<file path="config.mk">
export PLATFORM = sky130hd
export DESIGN_NAME = rate_trigger_ban_table_core
export DESIGN_NICKNAME = d
export VERILOG_FILES = /design/src/rtl/rtbt_pkg.sv /design/src/rtl/rate_trigger_ban_table_core.sv /design/src/rtl/rtbt_fifo.sv /design/src/rtl/rtbt_front.sv /design/src/rtl/rtbt_back.sv
export SDC_FILE = /design/constraint.sdc
export NUM_CORES = 2
export LEC_CHECK = 0
export BUFFER_PORTS_ARGS = -buffer_cell sky130_fd_sc_hd__buf_2
export CORE_UTILIZATION = 30
export CTS_CLUSTER_SIZE = 12
export DETAILED_ROUTE_END_ITERATION = 7
export GPL_ROUTABILITY_DRIVEN = 0
export RECOVER_POWER = 50
export SLEW_MARGIN = 25
export SYNTH_ARGS = -nofsm -noshare
export SYNTH_HDL_FRONTEND = slang
export SYNTH_HIERARCHICAL = 1
export SYNTH_SLANG_ARGS = --single-unit
</file>
<file path="constraint.sdc">
create_clock -name clk -period 17.4 [get_ports clk]
set_clock_uncertainty 0.15 [all_clocks]
set_input_delay 5.22 -clock clk [delete_from_list [all_inputs] [get_ports clk]]
set_output_delay 5.22 -clock clk [all_outputs]
set_load 0.02 [all_outputs]
</file>
<file path="src/rtl/rtbt_pkg.sv">
`timescale 1ns / 1ps
// ----------------------------------------------------------------------------
// rtbt_pkg
// Types, register map, event codes and sizing constants shared by the
// rate trigger ban table block.
// ----------------------------------------------------------------------------
package rtbt_pkg;

    localparam int BAN_ENTRIES_DEF = 16;
    localparam int MAX_OUT         = 16;
    localparam int CMD_DEPTH       = 4;
    localparam int OUT_DEPTH       = 2;
    localparam int ADDR_W          = 5;
    localparam int REG_IDX_W       = 3;
    localparam int DATA_W          = 32;

    localparam logic [REG_IDX_W-1:0] REG_RULE_PROTOCOL  = 3'd0;
    localparam logic [REG_IDX_W-1:0] REG_SYN_ONLY       = 3'd1;
    localparam logic [REG_IDX_W-1:0] REG_PPS_LIMIT      = 3'd2;
    localparam logic [REG_IDX_W-1:0] REG_MBPS_LIMIT     = 3'd3;
    localparam logic [REG_IDX_W-1:0] REG_MBPS_CEILING   = 3'd4;
    localparam logic [REG_IDX_W-1:0] REG_MIN_FLOW_COUNT = 3'd5;
    localparam logic [REG_IDX_W-1:0] REG_MATCH_SOURCE   = 3'd6;
    localparam logic [REG_IDX_W-1:0] REG_BAN_TICKS      = 3'd7;

    localparam logic [1:0] EV_BAN_ADD    = 2'd0;
    localparam logic [1:0] EV_BAN_EXPIRE = 2'd1;
    localparam logic [1:0] EV_BAN_DROP   = 2'd2;

    localparam logic [7:0]  SYN_FLAG      = 8'h02;
    localparam logic [39:0] BITS_PER_MBIT = 40'd1000000;

    typedef struct packed {
        logic [7:0]  rule_protocol;
        logic        syn_only;
        logic [31:0] pps_limit;
        logic [19:0] mbps_limit;
        logic [19:0] mbps_ceiling;
        logic [31:0] min_flow_count;
        logic        match_source;
        logic [19:0] ban_ticks;
    } cfg_t;

    localparam cfg_t CFG_RESET = '{
        rule_protocol:  8'd6,
        syn_only:       1'b0,
        pps_limit:      32'd0,
        mbps_limit:     20'd0,
        mbps_ceiling:   20'd0,
        min_flow_count: 32'd0,
        match_source:   1'b0,
        ban_ticks:      20'd300
    };

    // Work handed from the classifier to the table engine
    typedef struct packed {
        logic        is_tick;
        logic [31:0] addr;
    } cmd_t;

    typedef struct packed {
        logic [1:0]  event_res;
        logic [31:0] address;
        logic        last;
    } res_t;

endpackage

</file>
<file path="src/rtl/rate_trigger_ban_table_core.sv">
`timescale 1ns / 1ps
// ----------------------------------------------------------------------------
// rate_trigger_ban_table_core
// Rate rule evaluation with a ban table of countdown entries.
//
//   channel  | handshake              | payload
//   ---------+------------------------+-----------------------------------
//   input    | push / full            | func, ip_proto ... exempt
//   result   | pop / empty            | event_res, address, last
//   config   | psel, penable, pwrite  | paddr, pwdata, prdata (pready = 1)
//
// A packet item is registered and classified in the input stage, and a triggered
// one is applied to the table via the command queue; any result is registered
// in the result queue. A tick holds the engine (take, one per entry, close).
// Reset clears all ban entries at once; no clearing pass is needed.
// Input and result sides stall independently through the command queue
// and the result queue.
// ----------------------------------------------------------------------------
module rate_trigger_ban_table_core
    import rtbt_pkg::*;
#(
    parameter int BAN_ENTRIES = BAN_ENTRIES_DEF
) (
    input  logic              clk,
    input  logic              rst_n,
    input  logic              psel,
    input  logic              penable,
    input  logic              pwrite,
    input  logic [ADDR_W-1:0] paddr,
    input  logic [DATA_W-1:0] pwdata,
    output logic [DATA_W-1:0] prdata,
    output logic              pready,
    input  logic              push,
    output logic              full,
    input  logic              func,
    input  logic [7:0]        ip_proto,
    input  logic [31:0]       src_addr,
    input  logic [31:0]       dst_addr,
    input  logic [7:0]        flag_bits,
    input  logic [31:0]       packet_rate,
    input  logic [39:0]       bit_rate,
    input  logic [31:0]       flow_count,
    input  logic              flow_known,
    input  logic              exempt,
    output logic              empty,
    input  logic              pop,
    output logic [1:0]        event_res,
    output logic [31:0]       address,
    output logic              last
);

    cfg_t cfg_reg, cfg_next;
    logic [REG_IDX_W-1:0] reg_idx;
    logic cfg_we;

    logic cmd_push;
    cmd_t cmd_in;
    logic cmd_full;
    logic cmd_pop;
    cmd_t cmd_out;
    logic cmd_empty;

    logic res_push;
    res_t res_in;
    logic res_full;
    res_t res_out;

    assign pready  = 1'b1;
    assign reg_idx = paddr[ADDR_W-1:2];
    assign cfg_we  = psel && penable && pwrite && pready;

    always_comb
    begin
        cfg_next = cfg_reg;
        if (cfg_we)
        begin
            case (reg_idx)
                REG_RULE_PROTOCOL:  cfg_next.rule_protocol  = pwdata[7:0];
                REG_SYN_ONLY:       cfg_next.syn_only       = pwdata[0];
                REG_PPS_LIMIT:      cfg_next.pps_limit      = pwdata;
                REG_MBPS_LIMIT:     cfg_next.mbps_limit     = pwdata[19:0];
                REG_MBPS_CEILING:   cfg_next.mbps_ceiling   = pwdata[19:0];
                REG_MIN_FLOW_COUNT: cfg_next.min_flow_count = pwdata;
                REG_MATCH_SOURCE:   cfg_next.match_source   = pwdata[0];
                REG_BAN_TICKS:      cfg_next.ban_ticks      = pwdata[19:0];
                default:            cfg_next = cfg_reg;
            endcase
        end
    end

    always_comb
    begin
        case (reg_idx)
            REG_RULE_PROTOCOL:  prdata = {24'd0, cfg_reg.rule_protocol};
            REG_SYN_ONLY:       prdata = {31'd0, cfg_reg.syn_only};
            REG_PPS_LIMIT:      prdata = cfg_reg.pps_limit;
            REG_MBPS_LIMIT:     prdata = {12'd0, cfg_reg.mbps_limit};
            REG_MBPS_CEILING:   prdata = {12'd0, cfg_reg.mbps_ceiling};
            REG_MIN_FLOW_COUNT: prdata = cfg_reg.min_flow_count;
            REG_MATCH_SOURCE:   prdata = {31'd0, cfg_reg.match_source};
            REG_BAN_TICKS:      prdata = {12'd0, cfg_reg.ban_ticks};
            default:            prdata = '0;
        endcase
    end

    always_ff @(posedge clk or negedge rst_n)
    begin
        if (!rst_n)
        begin
            cfg_reg <= CFG_RESET;
        end
        else
        begin
            cfg_reg <= cfg_next;
        end
    end

    rtbt_front u_front (
        .clk         (clk),
        .rst_n       (rst_n),
        .cfg         (cfg_reg),
        .push        (push),
        .full        (full),
        .func        (func),
        .ip_proto    (ip_proto),
        .src_addr    (src_addr),
        .dst_addr    (dst_addr),
        .flag_bits   (flag_bits),
        .packet_rate (packet_rate),
        .bit_rate    (bit_rate),
        .flow_count  (flow_count),
        .flow_known  (flow_known),
        .exempt      (exempt),
        .cmd_push    (cmd_push),
        .cmd_data    (cmd_in),
        .cmd_full    (cmd_full)
    );

    rtbt_fifo #(
        .WIDTH ($bits(cmd_t)),
        .DEPTH (CMD_DEPTH)
    ) u_cmd_q (
        .clk       (clk),
        .rst_n     (rst_n),
        .push      (cmd_push),
        .push_data (cmd_in),
        .full      (cmd_full),
        .pop       (cmd_pop),
        .pop_data  (cmd_out),
        .empty     (cmd_empty)
    );

    rtbt_back #(
        .BAN_ENTRIES (BAN_ENTRIES)
    ) u_back (
        .clk       (clk),
        .rst_n     (rst_n),
        .cfg       (cfg_reg),
        .cmd_empty (cmd_empty),
        .cmd_data  (cmd_out),
        .cmd_pop   (cmd_pop),
        .res_push  (res_push),
        .res_data  (res_in),
        .res_full  (res_full)
    );

    rtbt_fifo #(
        .WIDTH ($bits(res_t)),
        .DEPTH (OUT_DEPTH)
    ) u_res_q (
        .clk       (clk),
        .rst_n     (rst_n),
        .push      (res_push),
        .push_data (res_in),
        .full      (res_full),
        .pop       (pop),
        .pop_data  (res_out),
        .empty     (empty)
    );

    assign event_res = res_out.event_res;
    assign address   = res_out.address;
    assign last      = res_out.last;

endmodule

</file>
<file path="src/rtl/rtbt_fifo.sv">
`timescale 1ns / 1ps
// ----------------------------------------------------------------------------
// rtbt_fifo
// Small flop-based queue with push/full and pop/empty sides.
// ----------------------------------------------------------------------------
module rtbt_fifo #(
    parameter int WIDTH = 1,
    parameter int DEPTH = 2
) (
    input  logic             clk,
    input  logic             rst_n,
    input  logic             push,
    input  logic [WIDTH-1:0] push_data,
    output logic             full,
    input  logic             pop,
    output logic [WIDTH-1:0] pop_data,
    output logic             empty
);

    localparam int PTR_W = (DEPTH > 1) ? $clog2(DEPTH) : 1;
    localparam int CNT_W = $clog2(DEPTH + 1);

    logic [WIDTH-1:0] mem_reg [DEPTH];
    logic [PTR_W-1:0] wr_ptr_reg, wr_ptr_next;
    logic [PTR_W-1:0] rd_ptr_reg, rd_ptr_next;
    logic [CNT_W-1:0] count_reg, count_next;
    logic             do_push;
    logic             do_pop;

    assign full     = (count_reg == CNT_W'(DEPTH));
    assign empty    = (count_reg == '0);
    assign do_push  = push && !full;
    assign do_pop   = pop && !empty;
    assign pop_data = mem_reg[rd_ptr_reg];

    always_comb
    begin
        wr_ptr_next = wr_ptr_reg;
        rd_ptr_next = rd_ptr_reg;
        count_next  = count_reg;
        if (do_push)
        begin
            wr_ptr_next = (wr_ptr_reg == PTR_W'(DEPTH - 1)) ? '0 : wr_ptr_reg + 1'b1;
        end
        if (do_pop)
        begin
            rd_ptr_next = (rd_ptr_reg == PTR_W'(DEPTH - 1)) ? '0 : rd_ptr_reg + 1'b1;
        end
        if (do_push && !do_pop)
        begin
            count_next = count_reg + 1'b1;
        end
        else if (do_pop && !do_push)
        begin
            count_next = count_reg - 1'b1;
        end
    end

    always_ff @(posedge clk or negedge rst_n)
    begin
        if (!rst_n)
        begin
            wr_ptr_reg <= '0;
            rd_ptr_reg <= '0;
            count_reg  <= '0;
        end
        else
        begin
            wr_ptr_reg <= wr_ptr_next;
            rd_ptr_reg <= rd_ptr_next;
            count_reg  <= count_next;
        end
    end

    always_ff @(posedge clk)
    begin
        if (do_push)
        begin
            mem_reg[wr_ptr_reg] <= push_data;
        end
    end

endmodule

</file>
<file path="src/rtl/rtbt_front.sv">
`timescale 1ns / 1ps
// ----------------------------------------------------------------------------
// rtbt_front
// Input stage and rule classifier: registers one item, evaluates the rate
// rule and forwards ticks and triggered addresses as commands.
// ----------------------------------------------------------------------------
module rtbt_front
    import rtbt_pkg::*;
(
    input  logic        clk,
    input  logic        rst_n,
    input  cfg_t        cfg,
    input  logic        push,
    output logic        full,
    input  logic        func,
    input  logic [7:0]  ip_proto,
    input  logic [31:0] src_addr,
    input  logic [31:0] dst_addr,
    input  logic [7:0]  flag_bits,
    input  logic [31:0] packet_rate,
    input  logic [39:0] bit_rate,
    input  logic [31:0] flow_count,
    input  logic        flow_known,
    input  logic        exempt,
    output logic        cmd_push,
    output cmd_t        cmd_data,
    input  logic        cmd_full
);

    logic        stg_valid_reg, stg_valid_next;
    logic        func_reg;
    logic [7:0]  ip_proto_reg;
    logic [31:0] src_addr_reg;
    logic [31:0] dst_addr_reg;
    logic [7:0]  flag_bits_reg;
    logic [31:0] packet_rate_reg;
    logic [39:0] bit_rate_reg;
    logic [31:0] flow_count_reg;
    logic        flow_known_reg;
    logic        exempt_reg;

    // Megabit thresholds scaled to bits: mbps > T  <=>  bits >= (T+1)*1e6
    logic [39:0] thr_above_reg, thr_above_next;
    logic [39:0] thr_low_reg, thr_low_next;
    logic [39:0] thr_below_reg, thr_below_next;
    logic [20:0] target_p1;
    logic [20:0] below_p1;

    logic trig;
    logic match;
    logic need_push;
    logic advance;
    logic accept;

    assign target_p1      = {1'b0, cfg.mbps_limit} + 21'd1;
    assign below_p1       = {1'b0, cfg.mbps_ceiling} + 21'd1;
    assign thr_above_next = {19'd0, target_p1} * BITS_PER_MBIT;
    assign thr_low_next   = {20'd0, cfg.mbps_limit} * BITS_PER_MBIT;
    assign thr_below_next = {19'd0, below_p1} * BITS_PER_MBIT;

    always_comb
    begin
        trig = 1'b0;
        if (cfg.pps_limit != '0 && packet_rate_reg > cfg.pps_limit)
        begin
            trig = 1'b1;
        end
        if (cfg.mbps_limit != '0 && bit_rate_reg >= thr_above_reg)
        begin
            trig = 1'b1;
        end
        if (cfg.mbps_limit != '0 && bit_rate_reg < thr_low_reg)
        begin
            trig = 1'b0;
        end
        if (cfg.mbps_ceiling != '0 && bit_rate_reg >= thr_below_reg)
        begin
            trig = 1'b0;
        end
        if (cfg.syn_only && flag_bits_reg != SYN_FLAG)
        begin
            trig = 1'b0;
        end
        if (cfg.min_flow_count != '0 && flow_count_reg < cfg.min_flow_count)
        begin
            trig = 1'b0;
        end
        if (exempt_reg)
        begin
            trig = 1'b0;
        end
    end

    assign match     = flow_known_reg && (ip_proto_reg == cfg.rule_protocol) && trig;
    assign need_push = func_reg || match;
    assign cmd_push  = stg_valid_reg && need_push && !cmd_full;
    assign advance   = !need_push || !cmd_full;
    assign full      = stg_valid_reg && !advance;
    assign accept    = push && !full;

    always_comb
    begin
        cmd_data.is_tick = func_reg;
        cmd_data.addr    = cfg.match_source ? src_addr_reg : dst_addr_reg;
    end

    always_comb
    begin
        stg_valid_next = stg_valid_reg;
        if (accept)
        begin
            stg_valid_next = 1'b1;
        end
        else if (stg_valid_reg && advance)
        begin
            stg_valid_next = 1'b0;
        end
    end

    always_ff @(posedge clk or negedge rst_n)
    begin
        if (!rst_n)
        begin
            stg_valid_reg <= 1'b0;
        end
        else
        begin
            stg_valid_reg <= stg_valid_next;
        end
    end

    always_ff @(posedge clk)
    begin
        thr_above_reg <= thr_above_next;
        thr_low_reg   <= thr_low_next;
        thr_below_reg <= thr_below_next;
        if (accept)
        begin
            func_reg        <= func;
            ip_proto_reg    <= ip_proto;
            src_addr_reg    <= src_addr;
            dst_addr_reg    <= dst_addr;
            flag_bits_reg   <= flag_bits;
            packet_rate_reg <= packet_rate;
            bit_rate_reg    <= bit_rate;
            flow_count_reg  <= flow_count;
            flow_known_reg  <= flow_known;
            exempt_reg      <= exempt;
        end
    end

endmodule

</file>
<file path="src/rtl/rtbt_back.sv">
`timescale 1ns / 1ps
// ----------------------------------------------------------------------------
// rtbt_back
// Ban table engine: inserts bans with a parallel lookup; each tick sweeps the
// table one entry per cycle unless res_full, counting down and expiring bans.
// ----------------------------------------------------------------------------
module rtbt_back
    import rtbt_pkg::*;
#(
    parameter int BAN_ENTRIES = BAN_ENTRIES_DEF
) (
    input  logic clk,
    input  logic rst_n,
    input  cfg_t cfg,
    input  logic cmd_empty,
    input  cmd_t cmd_data,
    output logic cmd_pop,
    output logic res_push,
    output res_t res_data,
    input  logic res_full
);

    localparam int IDX_W = (BAN_ENTRIES > 1) ? $clog2(BAN_ENTRIES) : 1;
    localparam int CNT_W = $clog2(MAX_OUT + 1);

    localparam logic [1:0] ST_IDLE   = 2'd0;
    localparam logic [1:0] ST_SWEEP  = 2'd1;
    localparam logic [1:0] ST_FINISH = 2'd2;

    logic [1:0]             state_reg, state_next;
    logic [IDX_W-1:0]       idx_reg, idx_next;
    logic [CNT_W-1:0]       n_reg, n_next;
    logic                   hold_valid_reg, hold_valid_next;
    logic [31:0]            hold_addr_reg, hold_addr_next;
    logic [BAN_ENTRIES-1:0] entry_valid_reg, entry_valid_next;
    logic [31:0]            entry_address_reg [BAN_ENTRIES];
    logic [19:0]            entry_remaining_reg [BAN_ENTRIES];

    logic             hit;
    logic             free_found;
    logic [IDX_W-1:0] free_idx;
    logic             ban_we;
    logic             rem_we;
    logic [19:0]      rem_val;
    logic [19:0]      cur_rem;

    assign cur_rem = entry_remaining_reg[idx_reg];

    // Lowest free entry and address hit over the whole table
    always_comb
    begin
        hit        = 1'b0;
        free_found = 1'b0;
        free_idx   = '0;
        for (int i = BAN_ENTRIES - 1; i >= 0; i--)
        begin
            if (!entry_valid_reg[i])
            begin
                free_found = 1'b1;
                free_idx   = IDX_W'(i);
            end
            if (entry_valid_reg[i] && entry_address_reg[i] == cmd_data.addr)
            begin
                hit = 1'b1;
            end
        end
    end

    always_comb
    begin
        state_next       = state_reg;
        idx_next         = idx_reg;
        n_next           = n_reg;
        hold_valid_next  = hold_valid_reg;
        hold_addr_next   = hold_addr_reg;
        entry_valid_next = entry_valid_reg;
        cmd_pop          = 1'b0;
        res_push         = 1'b0;
        res_data         = '0;
        ban_we           = 1'b0;
        rem_we           = 1'b0;
        rem_val          = cur_rem;
        case (state_reg)
            ST_IDLE:
            begin
                if (!cmd_empty && !res_full)
                begin
                    cmd_pop = 1'b1;
                    if (cmd_data.is_tick)
                    begin
                        state_next      = ST_SWEEP;
                        idx_next        = '0;
                        n_next          = '0;
                        hold_valid_next = 1'b0;
                    end
                    else if (!hit)
                    begin
                        res_push         = 1'b1;
                        res_data.address = cmd_data.addr;
                        res_data.last    = 1'b1;
                        if (free_found)
                        begin
                            res_data.event_res         = EV_BAN_ADD;
                            entry_valid_next[free_idx] = 1'b1;
                            ban_we                     = 1'b1;
                        end
                        else
                        begin
                            res_data.event_res = EV_BAN_DROP;
                        end
                    end
                end
            end
            ST_SWEEP:
            begin
                if (!res_full)
                begin
                    if (entry_valid_reg[idx_reg])
                    begin
                        if (cur_rem[19:1] == '0)
                        begin
                            if (n_reg < CNT_W'(MAX_OUT))
                            begin
                                // Release the previous expiry; keep this one back
                                // until we know whether it is the final result
                                if (hold_valid_reg)
                                begin
                                    res_push           = 1'b1;
                                    res_data.event_res = EV_BAN_EXPIRE;
                                    res_data.address   = hold_addr_reg;
                                    res_data.last      = 1'b0;
                                end
                                hold_valid_next           = 1'b1;
                                hold_addr_next            = entry_address_reg[idx_reg];
                                n_next                    = n_reg + 1'b1;
                                entry_valid_next[idx_reg] = 1'b0;
                            end
                            else
                            begin
                                rem_we  = 1'b1;
                                rem_val = 20'd1;
                            end
                        end
                        else
                        begin
                            rem_we  = 1'b1;
                            rem_val = cur_rem - 20'd1;
                        end
                    end
                    if (idx_reg == IDX_W'(BAN_ENTRIES - 1))
                    begin
                        state_next = ST_FINISH;
                    end
                    else
                    begin
                        idx_next = idx_reg + 1'b1;
                    end
                end
            end
            ST_FINISH:
            begin
                if (!hold_valid_reg)
                begin
                    state_next = ST_IDLE;
                end
                else if (!res_full)
                begin
                    res_push           = 1'b1;
                    res_data.event_res = EV_BAN_EXPIRE;
                    res_data.address   = hold_addr_reg;
                    res_data.last      = 1'b1;
                    hold_valid_next    = 1'b0;
                    state_next         = ST_IDLE;
                end
            end
            default:
            begin
                state_next = ST_IDLE;
            end
        endcase
    end

    always_ff @(posedge clk or negedge rst_n)
    begin
        if (!rst_n)
        begin
            state_reg       <= ST_IDLE;
            idx_reg         <= '0;
            n_reg           <= '0;
            hold_valid_reg  <= 1'b0;
            entry_valid_reg <= '0;
        end
        else
        begin
            state_reg       <= state_next;
            idx_reg         <= idx_next;
            n_reg           <= n_next;
            hold_valid_reg  <= hold_valid_next;
            entry_valid_reg <= entry_valid_next;
        end
    end

    always_ff @(posedge clk)
    begin
        hold_addr_reg <= hold_addr_next;
        if (ban_we)
        begin
            entry_address_reg[free_idx]   <= cmd_data.addr;
            entry_remaining_reg[free_idx] <= cfg.ban_ticks;
        end
        if (rem_we)
        begin
            entry_remaining_reg[idx_reg] <= rem_val;
        end
    end

endmodule

</file>
# --- Word-level counts from Yosys, hierarchy flattened ---
# Memory sizes are Yosys's and may differ from the RTL's. A register that Yosys moved wholly into a read port is not among the register bits.
# Cells that the tools add are included.
classes:
  add_sub_neg: 13
  multipliers: 3
  magnitude_cmp: 10
  n_eq_ne: 44
  mux: 161
  bitwise: 4
  reduce_logical: 84
op_table:
  columns: ["cell", "count"]
  rows:
  - ["== test 32 bit", 16]
  - ["two-way mux 35 bit", 8]
  - ["one-hot mux 32 bit (8 select lines)", 1]
  - ["two-way mux 16 bit", 8]
  - ["two-way mux 20 bit", 6]
  - ["one-hot mux 35 bit (3 select lines)", 1]
  - ["two-way mux 1 bit", 85]
  - ["two-way mux 4 bit", 21]
  - [">= comparator 40 bit", 2]
  - ["multiplier 21 x 14 -> 34 bit, second input constant", 2]
  - ["two-way mux 34 bit", 2]
  - ["nonzero test 32 bit", 2]
  - ["adder 20 x 1 -> 21 bit, second input constant", 2]
  - ["logical AND 1 bit", 42]
  - ["less-than comparator 40 bit", 1]
  - ["nonzero test 20 bit", 2]
  - ["multiplier 20 x 14 -> 34 bit, second input constant", 1]
  - ["> comparator 32 bit", 1]
  - ["less-than comparator 32 bit", 1]
  - ["two-way mux 32 bit", 1]
  - ["one-hot mux 16 bit (2 select lines)", 1]
  - ["two-way mux 5 bit", 6]
  - ["two-way mux 2 bit", 11]
  - ["OR reduction 20 bit", 1]
  - ["44 further kinds", 95]
totals:
  regBits: 463
  ramBits: 1034
  inputBits: 231
  output_inout_bits: 70
  word_cells: 356
  memories: 4
memory_table:
  columns: ["name", "words", "width", "rd", "rd_clocked_by_memory_dff", "write_ports", "line_no", "rtl"]
  rows:
  - ["u_back.entry_address_reg", 16, 32, 17, 1, 1, "rtbt_back.sv:36", "logic [31:0] entry_address_reg [BAN_ENTRIES];"]
  - ["u_back.entry_remaining_reg", 16, 20, 1, 0, 1, "rtbt_back.sv:37", "logic [19:0] entry_remaining_reg [BAN_ENTRIES];"]
  - ["u_cmd_q.mem_reg", 4, 33, 1, 0, 1, "rtbt_fifo.sv:23", "logic [WIDTH-1:0] mem_reg [DEPTH];"]
  - ["u_res_q.mem_reg", 2, 35, 1, 0, 1, "rtbt_fifo.sv:23", null]

# --- Depth between registers and ports, before layout ---
# An unclocked memory read counts as a cell.
logic_depth:
  depth_word: 28
  depth_mapped: 27
  ltp_nobuf: 26

# --- Hierarchy ---
# Netlist, hierarchy kept.
by_module_without_submodules:
  columns: ["mod", "instances", "cells_each", "area_per_inst_um2", "seq_area_each_um2"]
  rows:
  - ["rtbt_back", 1, 2450, 41421.0, 26645.6]
  - ["rtbt_front", 1, 2534, 27141.0, 7682.4]
  - ["rate_trigger_ban_table_core", 1, 457, 6172.2, 3360.7]
  - ["rtbt_fifo at u_cmd_q", 1, 210, 5202.5, 4139.0]
  - ["rtbt_fifo at u_res_q", 1, 128, 2872.8, 2202.1]

# --- Worst setup path after synthesis ---
# No wires, ideal clock.
synth_timing:
  kind: "input port to output port"
  start: "input port paddr[3]"
  end: "output port prdata[20]"
  arrival_time_ps: 6321
  required_time_ps: 12030
  setup_slack_ps: 5709
  path_stages: 5
  path_buffers: 2
  cell_sequence: "nand2b_1 -> clkbuf_1 -> nor2_1 -> buf_2 -> a22o_1"
synth_via:
  elab_chain_len: 2
  elab_cells_between_ends: 9
  classes_between: "eq/ne: 7; mux: 1; reduce/logical: 1"
synth_rtl:
  columns: ["element", "line_no", "rtl"]
  rows:
  - ["start: declaration", "rate_trigger_ban_table_core.sv:29", "input logic [ADDR_W-1:0] paddr,"]
  - ["== test 3 bit (tied with other cells)", "rate_trigger_ban_table_core.sv:93", "case (reg_idx)"]
  - ["one-hot mux 32 bit (8 select lines) (*)", "rate_trigger_ban_table_core.sv:93", null]
  - ["end: declaration", "rate_trigger_ban_table_core.sv:31", "output logic [DATA_W-1:0] prdata,"]
# Mark *: on every way between the ends. The rest lies on a longest branch, timed or not.

# --- Final worst setup path ---
layout_timing:
  start: "input port paddr[2]"
  end: "output port prdata[17]"
# The elaborated chain is that of the path after synthesis.

==> metrics <==
DRC violations left=0; post-synthesis instance area=0.0828 mm²; DRT met1 WL=97700 µm; Crit path largest cell delay=2.28 ns; Die Ht=527 µm; Die Area=0.278 mm²; via count=49710; worst path bufs/invs=3; drt wl/cell=23.4 µm; Core ar.=0.274 mm²; number of synthesized flops with an enable pin=1253; Crit path depth=6; hold endpoint=u_cmd_q/count_reg[2]; main combinational cell family by area after synthesis=adder cells; CTS Buf Count=173; clk root buf=clkbuf_16; vias in the first global route=50766; gr usage total=16.5%; CP top delay family=buffers and inverters; routed length on met2=113000 µm; Synth top area share=45.4%; Slew Viols, Final=1715; Starting DRT DRC Count=4570; max layer used=met5; Post-CTS Setup Inserts=0; Avg Vias per Cell=4.98; CTS resizes=0; Chip Width=527 µm; Gate Count Post-Synth=5779; Syn Nets=6777; clk slew on worst S/H paths=0.06 ns; hold depth=1; clock latency on the worst-skew pair=0.89 ns; f_max=69.6 MHz; Setup-failing EPs final=0; Worst Reg-to-Reg Cells=5; Starting Density=30.2%; reg2reg end=u_back/hold_addr_reg[28]; initial antenna violation count=8; endpoint class of the critical path=output pin; synth unique cells=114; Relative slew margins=-211%; DP Wirelength=166000 µm; Post-DRT Antenna Nets=0; worst hold path type=reg -> reg; worst hold start=u_cmd_q/count_reg[2]; CTS Sinks=1529; layout cell share with drive strength beyond 1=15.8%; fraction of the yosys area taken by sequential cells=53.2%; crit path DAT=8.99 ns; top_reg_cell synth=edfxtp_1; adder-cell area share of the yosys netlist=13.6%; maximum number of pins on one net before global-route repair=131; sequence of cells on the critical path=buf_2 > clkbuf_1 > nor2_1 > a22o_1 > a221o_1 > buf_2; Filler Cells Inserted=26438; ranking of synthesized cells by area=edfxtp_1 (45%), ha_1 (8.3%), mux4_2 (7.5%); setup TNS=0 ns; Slew @ Worst Pin=4.67 ns; Synth Warn #=6; final period utilization=82.5%; R2R setup slack=4.47 ns; first-pass GRT wire length=343000 µm; reg-to-reg startpoint=u_back/idx_reg[0]; failing checks=capacitance limit, slew limit; Clock Path Buffers=4; area grow syn2layout=14.0%; cell mode on critical path=buf_2; Post-Synth XOR/XNOR Area=7.58%; element type at the critical path start=primary input; critical path type=in -> out; met3 WL=15600 µm; max-cap violations=48; top-level I/O count=301; Worst EP required=12.03 ns; CTS tree=built; slowest CP cell=clkbuf_1; grt ovf=0; outcome=finished, violations left; PortBufs=297; dominant cell type by area after synthesis=edfxtp_1; max reg flops=512; Synth Register Bits=1529; Final Hold Fails=0; row count=192; Final #Nets=7154; Max FO, Critical Path=67; CTS HTree Levels=4; router iterations before antenna repair=5; clock period minus worst slack=14.36 ns; Hold Buf Count CTS=0; multiplexer share of the synthesized area=10.9%; complex-gate fraction of the synthesized area=5.38%; WL final=233000 µm; share of flip-flops with an asynchronous set or reset=11.4%; Avg Inst Size Synth=14.3 µm²; simple logic cell fraction of the synthesized area=5.32%; RSZ-0062 raised after global routing=false
## Yosys cell counts, types with 130 or more instances
master,n
fa_1,215
a21oi_1,145
inv_1,567
nor2_1,136
xor2_1,218
mux4_2,276
nand2_1,130
ha_1,552
nand4_1,141
edfxtp_1,1253
mux2_1,133
dfrtp_1,168
xnor2_1,495
## through the flow
step	setup slack [ns]	cell area, µm²	util, %	cells	hold slack, ns
after detailed placement	4.51	89400	32.6	9663	0.374
after CTS	4.49	94700	34.6	9964	0.382
after floorplan	5.71	82800	-	5779	0.311
final	3.04	94400	34.4	9973	0.379
after global placement	4.60	89000	32.5	9651	0.355
after global routing	2.73	94400	34.4	9969	0.410
## metal layers
layer  vias up  global-route usage (%)
met1     25504                    22.0
met4         4                    4.83
met2      1764                    27.7
met5         -                       0
li1      22093                       -
met3       345                    2.42
## worst reg2reg max path, delay by kind of cell (launching register included)
| kind | cells | cell delay [ns] |
|---|---|---|
| buf+inv | 3 | 9.17 |
| mux | 2 | 1.39 |
| flops | 1 | 1.89 |
## cell usage in the layout (no fill, tap or decap), drive strengths merged, types with 24 or more instances in the layout
master / synthesis / layout
mux4: 282 / 282
nand4: 141 / 141
clkbuf: 81 / 313
o21ai: 87 / 87
dfxtp: 102 / 102
inv: 573 / 582
o21a: 36 / 36
xnor2: 497 / 497
ha: 552 / 552
a22oi: 32 / 32
a22o: 53 / 53
clkinv: 1 / 56
buf: 146 / 345
nor3: 44 / 44
a21oi: 147 / 147
nor2: 137 / 137
nand3: 116 / 116
nand2b: 24 / 24
dfrtp: 168 / 168
mux2: 206 / 206
nor4: 87 / 87
and3: 30 / 30
nand2: 131 / 131
mux2i: 24 / 24
a21o: 91 / 91
o211ai: 26 / 26
fa: 215 / 215
edfxtp: 1253 / 1253
xor2: 218 / 218
## worst max-delay path by stage
stage	slack, ns	startpoint	endpoint
after floorplan	5.71	paddr[3]	prdata[20]
after detailed placement	4.51	paddr[3]	prdata[30]
final	3.04	paddr[2]	prdata[17]
after CTS	4.49	paddr[3]	prdata[30]
after global routing	2.73	paddr[2]	prdata[17]
after global placement	4.60	paddr[3]	prdata[28]
## logic make-up after synthesis
kind of cell	count (synthesis)
flip-flops	1529
AND/OR/NAND/NOR	816
buffers and inverters	801
adder cells (fa/ha/maj)	773
XOR/XNOR	715
AO/OA/AOI/OAI	632
multiplexers	512
other	1
## final cells by class
type	count	area [µm²]	area share [%]
multi-input combinational	3449	35800	37.9
tap	3686	4610	4.89
antenna	5	12.5	0.0133
sequential	1529	44000	46.7
clock buffer	229	4670	4.95
clock inverter	72	649	0.688
inverter	574	2150	2.28
timing repair buffer	429	2430	2.58
Power is not shown: default switching activity piles up to over one toggle a cycle in this logic, so the estimate is an artifact.
